File: config.mk
export PLATFORM = sky130hd
export DESIGN_NAME = golden_section_minimizer
export DESIGN_NICKNAME = d
export VERILOG_FILES = /design/src/rtl/core/gsm_pkg.sv /design/src/rtl/core/gsm_step.sv /design/src/rtl/core/golden_section_minimizer.sv
export VERILOG_INCLUDE_DIRS = /design/src /design/src/rtl/core
export SDC_FILE = /design/constraint.sdc
export NUM_CORES = 2
export LEC_CHECK = 0
export BUFFER_PORTS_ARGS = -buffer_cell sky130_fd_sc_hd__buf_2
export CAP_MARGIN = 20
export CELL_PAD_IN_SITES_DETAIL_PLACEMENT = 0
export CELL_PAD_IN_SITES_GLOBAL_PLACEMENT = 2
export CORE_AREA = 2 2 378 380
export DETAILED_ROUTE_END_ITERATION = 10
export DIE_AREA = 0 0 380 382
export HOLD_SLACK_MARGIN = 0.15
export PLACE_DENSITY_LB_ADDON = 0.1
export SLEW_MARGIN = 20
export SYNTH_ARGS = -nofsm -noshare
export SYNTH_HDL_FRONTEND = slang
export SYNTH_SLANG_ARGS = --single-unit
File: constraint.sdc
create_clock -name clk -period 16 [get_ports clk]
set_input_delay 0 -clock clk [delete_from_list [all_inputs] [get_ports clk]]
set_output_delay 0 -clock clk [all_outputs]
set_load 0.02 [all_outputs]
File: src/rtl/core/assert_macros.svh
// assertion macros included by the golden_section_minimizer rtl
// no dependencies
`ifndef ASSERT_MACROS_SVH
`define ASSERT_MACROS_SVH

// condition holds in the same cycle
`define ASSERT_IMPLIES(label, clk, rst, ante, cons) \
  label: assert property (@(posedge clk) disable iff (rst) (ante) |-> (cons)) \
    else $error("assertion failed");

// condition holds in the following cycle
`define ASSERT_NEXT(label, clk, rst, ante, cons) \
  label: assert property (@(posedge clk) disable iff (rst) (ante) |=> (cons)) \
    else $error("assertion failed");

`endif

File: src/rtl/core/gsm_pkg.sv
// types and constants of the golden section minimizer
// no dependencies
`default_nettype none

package gsm_pkg;

  localparam logic [31:0] RATIO_Q32 = 32'd1640531527;

  localparam logic REQ_START = 1'b0;
  localparam logic REQ_VALUE = 1'b1;

  localparam logic [1:0] KIND_EVAL    = 2'd0;
  localparam logic [1:0] KIND_DONE    = 2'd1;
  localparam logic [1:0] KIND_IGNORED = 2'd2;

  localparam logic [1:0] CFG_LOWER = 2'd0;
  localparam logic [1:0] CFG_UPPER = 2'd1;
  localparam logic [1:0] CFG_TOL   = 2'd2;

  typedef enum logic [2:0] {
    PH_IDLE,
    PH_FIRST_LOW,
    PH_FIRST_HIGH,
    PH_LOW,
    PH_HIGH
  } phase_t;

  typedef struct packed {
    logic               req_type;
    logic signed [31:0] sample_value;
  } in_item_t;

  typedef struct packed {
    logic [1:0]         result_kind;
    logic signed [31:0] point;
  } out_item_t;

endpackage

`default_nettype wire

File: src/rtl/core/gsm_step.sv
// golden ratio step: round(width * 0.381966) as a constant multiply
// depends on gsm_pkg
`default_nettype none

module gsm_step (
  input  logic [31:0] width,
  output logic [31:0] step
);
  import gsm_pkg::*;

  logic [63:0] prod;

  assign prod = ({32'd0, width} * {32'd0, RATIO_Q32}) + 64'h0000_0000_8000_0000;
  assign step = prod[63:32];

endmodule

`default_nettype wire

File: src/rtl/core/golden_section_minimizer.sv
// golden section minimizer over a configured interval, signed Q8.24 values
// depends on gsm_pkg, gsm_step and assert_macros.svh
//
// usage: in_item carries a start (req_type 0) or the objective value at the
// last requested point (req_type 1). every item yields exactly one out_item:
// kind 0 asks for f at point, kind 1 gives the minimum estimate (midpoint of
// the final interval), kind 2 means a value arrived while no search ran.
// an item is taken at a clock edge with valid high and stall low.
// an accepted item goes from the input register through one pass of subtract,
// 32x32 constant multiply, add and compares into the result register. one
// item per cycle is sustained while out_stall is low; the external objective
// evaluator sets the real pace of a search.
// when out_stall is high the result register holds its item and the input
// register fills, after which in_stall rises; nothing is dropped.
// the cfg port writes lower_bound, upper_bound, tolerance (index 0..2);
// write only while no search item is in flight. a start uses the values then.
// reset (rst, synchronous) loads the default bounds and tolerance, empties
// both registers and leaves the search idle.
`default_nettype none

module golden_section_minimizer #(
  parameter int FRAC_BITS = 24
) (
  input  logic              clk,
  input  logic              rst,
  input  logic              in_valid,
  output logic              in_stall,
  input  gsm_pkg::in_item_t in_item,
  output logic              out_valid,
  input  logic              out_stall,
  output gsm_pkg::out_item_t out_item,
  input  logic              cfg_we,
  input  logic [1:0]        cfg_index,
  input  logic [31:0]       cfg_data
);
  import gsm_pkg::*;

  `include "assert_macros.svh"

  localparam logic [63:0] ONE_FX    = 64'd1 << FRAC_BITS;
  localparam logic [31:0] LOWER_RST = 32'(64'd3 << FRAC_BITS);
  localparam logic [31:0] UPPER_RST = 32'(64'd5 << FRAC_BITS);
  localparam logic [30:0] TOL_RST   = 31'((ONE_FX + 64'd50000) / 64'd100000);

  logic signed [31:0] lower_bound, upper_bound;
  logic [30:0]        tolerance;

  logic     in_q_valid;
  in_item_t in_q;
  logic     proceed, proc;

  phase_t             phase, phase_next;
  logic signed [31:0] left_end, right_end, inner_low, inner_high;
  logic signed [31:0] value_low, value_high;
  logic signed [31:0] left_end_next, right_end_next, inner_low_next, inner_high_next;
  logic signed [31:0] value_low_next, value_high_next;
  out_item_t          result;

  logic               swap;
  logic signed [31:0] lo_s, hi_s, vl_eff, vh_eff;
  logic [31:0]        start_w, cur_w, shrink_w, mul_w, step;
  logic               keep_low, finish;

  // configuration
  always_ff @(posedge clk) begin
    if (rst) begin
      lower_bound <= LOWER_RST;
      upper_bound <= UPPER_RST;
      tolerance   <= TOL_RST;
    end else if (cfg_we) begin
      case (cfg_index)
        CFG_LOWER: lower_bound <= cfg_data;
        CFG_UPPER: upper_bound <= cfg_data;
        CFG_TOL:   tolerance   <= cfg_data[30:0];
        default: ;
      endcase
    end
  end

  assign proceed  = !out_valid || !out_stall;
  assign proc     = in_q_valid && proceed;
  assign in_stall = in_q_valid && !proceed;

  // input register
  always_ff @(posedge clk) begin
    if (rst) begin
      in_q_valid <= 1'b0;
    end else if (!in_stall) begin
      in_q_valid <= in_valid;
    end
  end

  always_ff @(posedge clk) begin
    if (!in_stall && in_valid) begin
      in_q <= in_item;
    end
  end

  // datapath
  assign swap    = lower_bound > upper_bound;
  assign lo_s    = swap ? upper_bound : lower_bound;
  assign hi_s    = swap ? lower_bound : upper_bound;
  assign start_w = 32'(hi_s - lo_s);
  assign cur_w   = 32'(right_end - left_end);

  assign vl_eff   = (phase == PH_LOW) ? in_q.sample_value : value_low;
  assign vh_eff   = (phase == PH_FIRST_HIGH || phase == PH_HIGH) ? in_q.sample_value
                                                                  : value_high;
  assign keep_low = vl_eff <= vh_eff;
  assign finish   = (cur_w <= {1'b0, tolerance}) || (cur_w <= 32'd1);
  assign shrink_w = keep_low ? 32'(inner_high - left_end) : 32'(right_end - inner_low);
  assign mul_w    = (in_q.req_type == REQ_START) ? start_w : shrink_w;

  gsm_step u_step (
    .width (mul_w),
    .step  (step)
  );

  always_comb begin
    phase_next      = phase;
    left_end_next   = left_end;
    right_end_next  = right_end;
    inner_low_next  = inner_low;
    inner_high_next = inner_high;
    value_low_next  = value_low;
    value_high_next = value_high;
    result.result_kind = KIND_EVAL;
    result.point       = 32'sd0;
    if (in_q.req_type == REQ_START) begin
      left_end_next   = lo_s;
      right_end_next  = hi_s;
      inner_low_next  = lo_s + $signed(step);
      inner_high_next = hi_s - $signed(step);
      value_low_next  = 32'sd0;
      value_high_next = 32'sd0;
      phase_next      = PH_FIRST_LOW;
      result.point    = lo_s + $signed(step);
    end else begin
      case (phase)
        PH_FIRST_LOW: begin
          value_low_next = in_q.sample_value;
          phase_next     = PH_FIRST_HIGH;
          result.point   = inner_high;
        end
        PH_FIRST_HIGH, PH_HIGH, PH_LOW: begin
          value_low_next  = vl_eff;
          value_high_next = vh_eff;
          if (finish) begin
            phase_next         = PH_IDLE;
            result.result_kind = KIND_DONE;
            result.point       = left_end + $signed({1'b0, cur_w[31:1]});
          end else if (keep_low) begin
            right_end_next  = inner_high;
            inner_high_next = inner_low;
            value_high_next = vl_eff;
            inner_low_next  = left_end + $signed(step);
            phase_next      = PH_LOW;
            result.point    = left_end + $signed(step);
          end else begin
            left_end_next   = inner_low;
            inner_low_next  = inner_high;
            value_low_next  = vh_eff;
            inner_high_next = right_end - $signed(step);
            phase_next      = PH_HIGH;
            result.point    = right_end - $signed(step);
          end
        end
        default: begin
          phase_next         = PH_IDLE;
          result.result_kind = KIND_IGNORED;
        end
      endcase
    end
  end

  // search state
  always_ff @(posedge clk) begin
    if (rst) begin
      phase <= PH_IDLE;
    end else if (proc) begin
      phase <= phase_next;
    end
  end

  always_ff @(posedge clk) begin
    if (proc) begin
      left_end   <= left_end_next;
      right_end  <= right_end_next;
      inner_low  <= inner_low_next;
      inner_high <= inner_high_next;
      value_low  <= value_low_next;
      value_high <= value_high_next;
    end
  end

  // result register
  always_ff @(posedge clk) begin
    if (rst) begin
      out_valid <= 1'b0;
    end else if (proceed) begin
      out_valid <= in_q_valid;
    end
  end

  always_ff @(posedge clk) begin
    if (proc) begin
      out_item <= result;
    end
  end

  `ASSERT_NEXT(a_idle_value_ignored, clk, rst,
               proc && in_q.req_type == REQ_VALUE && phase == PH_IDLE,
               out_valid && out_item.result_kind == KIND_IGNORED)
  `ASSERT_NEXT(a_start_asks_low, clk, rst,
               proc && in_q.req_type == REQ_START,
               phase == PH_FIRST_LOW && out_item.result_kind == KIND_EVAL)
  `ASSERT_IMPLIES(a_interval_ordered, clk, rst,
                  phase != PH_IDLE, left_end <= right_end)
  `ASSERT_IMPLIES(a_done_leaves_idle, clk, rst,
                  out_valid && out_item.result_kind == KIND_DONE, phase == PH_IDLE)

endmodule

`default_nettype wire

# [Word-level counts from Yosys, hierarchy flattened]
# Cells that the tools add are included.
[word_totals] register_bits=359 word_cells=99 out_inout_bits=36
[classes] addsub=10 muxes=37 n_lt_le_gt_ge=4 n_reduce_logical=20 mul=1 n_eq_ne=11
[op_table] op="$mux 32" count=29
[op_table] op="$sub 32x32->32" count=6
[op_table] op="$pmux 32 s2" count=2
[op_table] op="$add 32x32->32" count=3
[op_table] op="$add 63x32->64 const B" count=1
[op_table] op="$mul 32x31->63 const B" count=1
[op_table] op="$gt 32x32->1" count=1
[op_table] op="$le 32x1->1 const B" count=1
[op_table] op="$le 32x31->1" count=1
[op_table] op="$le 32x32->1" count=1
[op_table] op="$reduce_and 2->1" count=5
[op_table] op="$mux 3" count=3
[op_table] op="$reduce_and 4->1" count=2
[op_table] op="$eq 3x2->1 const B" count=2
[op_table] op="$pmux 3 s2" count=1
[op_table] op="$logic_not 1->1" count=4
[op_table] op="$ne 2x1->1 const B" count=2
[op_table] op="$ne 2x2->1 const B" count=2
[op_table] op="$pmux 2 s2" count=1
[op_table] op="$eq 3x1->1 const B" count=1
[op_table] op="$eq 3x3->1 const B" count=1
[op_table] op="$logic_and 1x1->1" count=3
[op_table] op="$logic_or 1x1->1" count=3
[op_table] op="$ne 3x1->1 const B" count=1
[op_table] op="6 further kinds" count=6

# [Depth between registers and ports, before layout]
[logic_depth] word_depth=13 mapped_depth=75 ltp_nobuf=72

# [Hierarchy]
# From an unflattened synthesis, not the netlist that was laid out.
[hier_totals] hier_cells=5523 area_unflattened_um2=47793.3
[by_module_without_submodules] mod="golden_section_minimizer" n_inst=1 area_each_um2=33020.4 seq_area_each_um2=9779.4 cells_per_inst=4010
[by_module_without_submodules] mod="gsm_step" n_inst=1 area_each_um2=14772.9 seq_area_each_um2=0.0 cells_per_inst=1513

# [Least setup slack after synthesis]
# OpenSTA, ideal clock, no wires.
[synth_timing] path_type="flip-flop to flip-flop" from="register upper_bound[22]" to="register out_item[31] (netlist bit), data pin" path_stages_with_launch=66 arrival_ns=14.249 required_ns=15.739 period_less_slack_ns=14.510 setup_slack_ns=1.490 path_cell_list="dfxtp_1 > inv_1 > ha_1 > clkbuf_1 > nand2_1 > or4_4 > o21bai_4 > a31oi_4 > nor3_1 > buf_4 > buf_6 > nor4_2 > a211oi_1 > o31ai_1 > a21oi_2 > a2111oi_2 > o21a_1 > o31a_2 > [30 not listed] > a21oi_1 > o21ai_0 > a21oi_1 > o21ai_0 > a311o_1 > a211o_1 > nand2_1 > a21oi_1 > a41oi_1 > a211oi_1 > nand4_1 > a31oi_1 > a211oi_1 > o21bai_1 > a21oi_1 > xnor2_1 > mux2_2 > a221o_1"
[synth_rtl] element="start, declared" line_no="golden_section_minimizer.sv:45" rtl="logic signed [31:0] lower_bound, upper_bound;"
[synth_rtl] element="start signal, assigned" line_no="golden_section_minimizer.sv:73" rtl="CFG_UPPER: upper_bound <= cfg_data;"
[synth_rtl] element="end signal, assigned" line_no="golden_section_minimizer.sv:207" rtl="out_item <= result;"
[synth_rtl] element="end, declared" line_no="golden_section_minimizer.sv:31" rtl="output gsm_pkg::out_item_t out_item,"

==> qor.yml <==
status: "finished, final reports clean"
die_height_um: 382
yosysTopAreaCell: "ha_1"
yosysWarnings: 0
ys_seq_elements: 359
hold_viol: 0
drive_gt1_frac: 0.133
grt_overflow: 0
synth_area_mm2: 0.0492
path_max_fanout: 9
start_util: 0.349
ys_seq_area_frac: 0.199
min_path_type: "input port to flip-flop"
grt_max_degree: 113
period_needed_ns: 15.38
synth.distinct_cells: 124
cp_slowest_cell: "or4_4"
synth_edf_count: 259
clk_pin_slew_ns: 0.06
dp_hpwl_mm: 168
clockRootBuffer: "clkbuf_16"
ios: 108
reg2reg_to: "out_item[31]$_DFFE_PP_"
final_common_cell: "inv_1"
max_stage_delay_ns: 0.61
core_mm2: 0.141
slew_headroom: 0.0877
cts.sinks: 359
route.antenna.remaining_nets: 0
drc: 0
period_share: 0.961
cts_tree: "done"
layout.nets: 7428
critPathLaunchType: "flip-flop"
first_global_vias: 43700
wirelength_mm: 202
clock_skew_ns: 0.0431
synth_area_per_cell_um2: 8.41
htreeDepth: 2
vias: 44800
clock_latency_ns: 0.65
vias_per_cell: 5.39
dpl_cell_area_mm2: 0.0547
hold_depth: 4
min_from: "cfg_data[26]"
setup-tns-final_ns: 0
num-fill-cells: 14600
end_kind: "flip-flop"
regArea_mm2: 0.00978
max_cap_violations: 0
drt_iter0_markers: 3942
reg2reg_setup_slack_ns: 0.62
whs_ns: 0.187
wl_per_cell_um: 24.3
r2r_cells: 63
numPortBuffers: 107
finalMaxSlewViolations: 0
synth_ff_type: "edfxtp_1"
synth.area.top_cells: "ha_1, edfxtp_1, fa_1"
grt_pass1_wl_mm: 295
netlist.area_leader.share: 0.178
fmax_mhz: 65.0
worst_path_most_repeated_cell: "fa_1"
hold_end: "upper_bound[26]$_SDFFE_PP1P_"
multi_input_area_mm2: 0.0362
synth_fp_nets: 6894
dieArea_mm2: 0.145
antenna_found_initial: 3
r2r-start: "upper_bound[25]$_SDFFE_PP0P_"
timing_worst_setup_path_type: "flip-flop to flip-flop"
die_w_um: 380
gp_congestion: 0.948
setup_viol: 0
cts-buffers-inserted: 47
grt_use_total: 0.273
rows: 138
area_growth_pct: 17.9
synthArstFlopShare: 0
synth_cells: 5853
tightest_slew_ns: 1.35
layout_common_cells: "inv_1, ha_1, nand2_1, a21oi_1, nor2_1"
finalInstanceArea_mm2: 0.0580
crit_arrival_ns: 15.76
clockBufferDepth: 3
drt_pre_antenna_iters: 6
required_ns: 16.38
-- worst max-delay path by stage --
stage	from	to	slack (ns)	depth (start not counted)
floorplan	upper_bound[22]$_SDFFE_PP0P_	out_item[31]$_DFFE_PP_	1.49	65
global placement	upper_bound[28]$_SDFFE_PP0P_	out_item[31]$_DFFE_PP_	-0.58	63
detailed placement	upper_bound[30]$_SDFFE_PP0P_	out_item[31]$_DFFE_PP_	-0.03	65
CTS	upper_bound[30]$_SDFFE_PP0P_	out_item[31]$_DFFE_PP_	0.07	65
global route	upper_bound[5]$_SDFFE_PP0P_	out_item[31]$_DFFE_PP_	-0.002	66
finish	upper_bound[25]$_SDFFE_PP0P_	out_item[31]$_DFFE_PP_	0.62	63
-- worst max-delay path, delay by kind of cell, from the launching register on --
kind | cells | cell delay (ns)
AOI/OAI and AO/OA | 32 | 6.97
xor gates and xnor gates | 2 | 0.27
adders and majority gates | 11 | 4.65
buffers and inverters | 9 | 0.91
DFF | 1 | 0.32
muxes | 2 | 0.61
and+or+nand+nor | 7 | 1.39
-- metal layers --
| metal | part of all wire | GRT usage | up-vias |
|---|---|---|---|
| met5 | 0 | 0 | - |
| met4 | 0.021 | 0.0550 | 0 |
| met3 | 0.071 | 0.0402 | 151 |
| met2 | 0.41 | 0.399 | 1315 |
| met1 | 0.50 | 0.420 | 21800 |
| li1 | - | - | 21500 |
-- flip-flops by register name (all words and copies together), names as in the netlist, 3 cells and up --
register and cells:
in_q 33, inner_high 32, inner_low 32, left_end 32
lower_bound 32, out_item 34, phase 3, right_end 32
tolerance 31, upper_bound 32, value_high 32, value_low 32
-- through the flow --
step                cells   util  setup WS (ns)
floorplan            5853      -           1.49
global placement     8078  0.388         -0.577
detailed placement   8079  0.388        -0.0318
CTS                  8294  0.409         0.0654
global route         8306  0.412       -0.00197
finish               8311  0.412          0.621
-- synthesized netlist by cell type, types with 13 or more instances --
cell type,instances
a21boi_0,24
and2_1,49
maj3_1,33
o21ai_0,257
fa_1,267
o21a_1,47
clkbuf_1,147
o41ai_1,13
nand2_1,539
xnor2_1,234
buf_1,25
ha_1,702
dfxtp_1,100
nand2b_1,56
edfxtp_1,259
nor2b_1,57
and3_1,37
or2_2,35
a21oi_1,522
nand3_1,91
nor2_1,469
a31oi_1,55
or3_1,35
xor2_1,95
inv_1,758
o21bai_1,42
o21ai_1,36
nor3_1,80
a211o_1,22
mux2i_1,65
a211oi_1,105
a221o_1,13
nand4_1,42
a21o_1,103
o31ai_1,24
mux2_2,50
o211ai_1,55
-- layout make-up --
cell class	instances	share of cell area
multi-input combinational	4532	0.624
clock buffer	63	0.0227
sequential	359	0.169
tap	1890	0.0407
timing repair buffer	680	0.0912
antenna	5	0.000216
inverter	767	0.0498
clock inverter	15	0.00315
-- cell families (layout without fill, tap and decap cells) --
kind of cell,count (synthesis),after routing,synth area share
simple gates,1560,1561,0.146
compound gates,1507,1507,0.198
fa+ha+maj,1011,1011,0.296
buf+inv,963,1525,0.0752
flops,359,359,0.199
xor+xnor,336,336,0.0618
mux,117,117,0.0251
other cells,0,5,0
-- timing repair --
action / in CTS / in global routing
pin swaps: 0 / 11
gates resized for setup: 1 / 63
endpoints found under the setup margin: 1 / 45
endpoints found under the hold margin: 166 / 0
setup buffers: 0 / 11
gates cloned: 0 / 1
hold buffers: 137 / 0
Power is left out: the tool's default activity adds up to more than one toggle a clock period on the data nets, which glitch-free logic cannot reach.
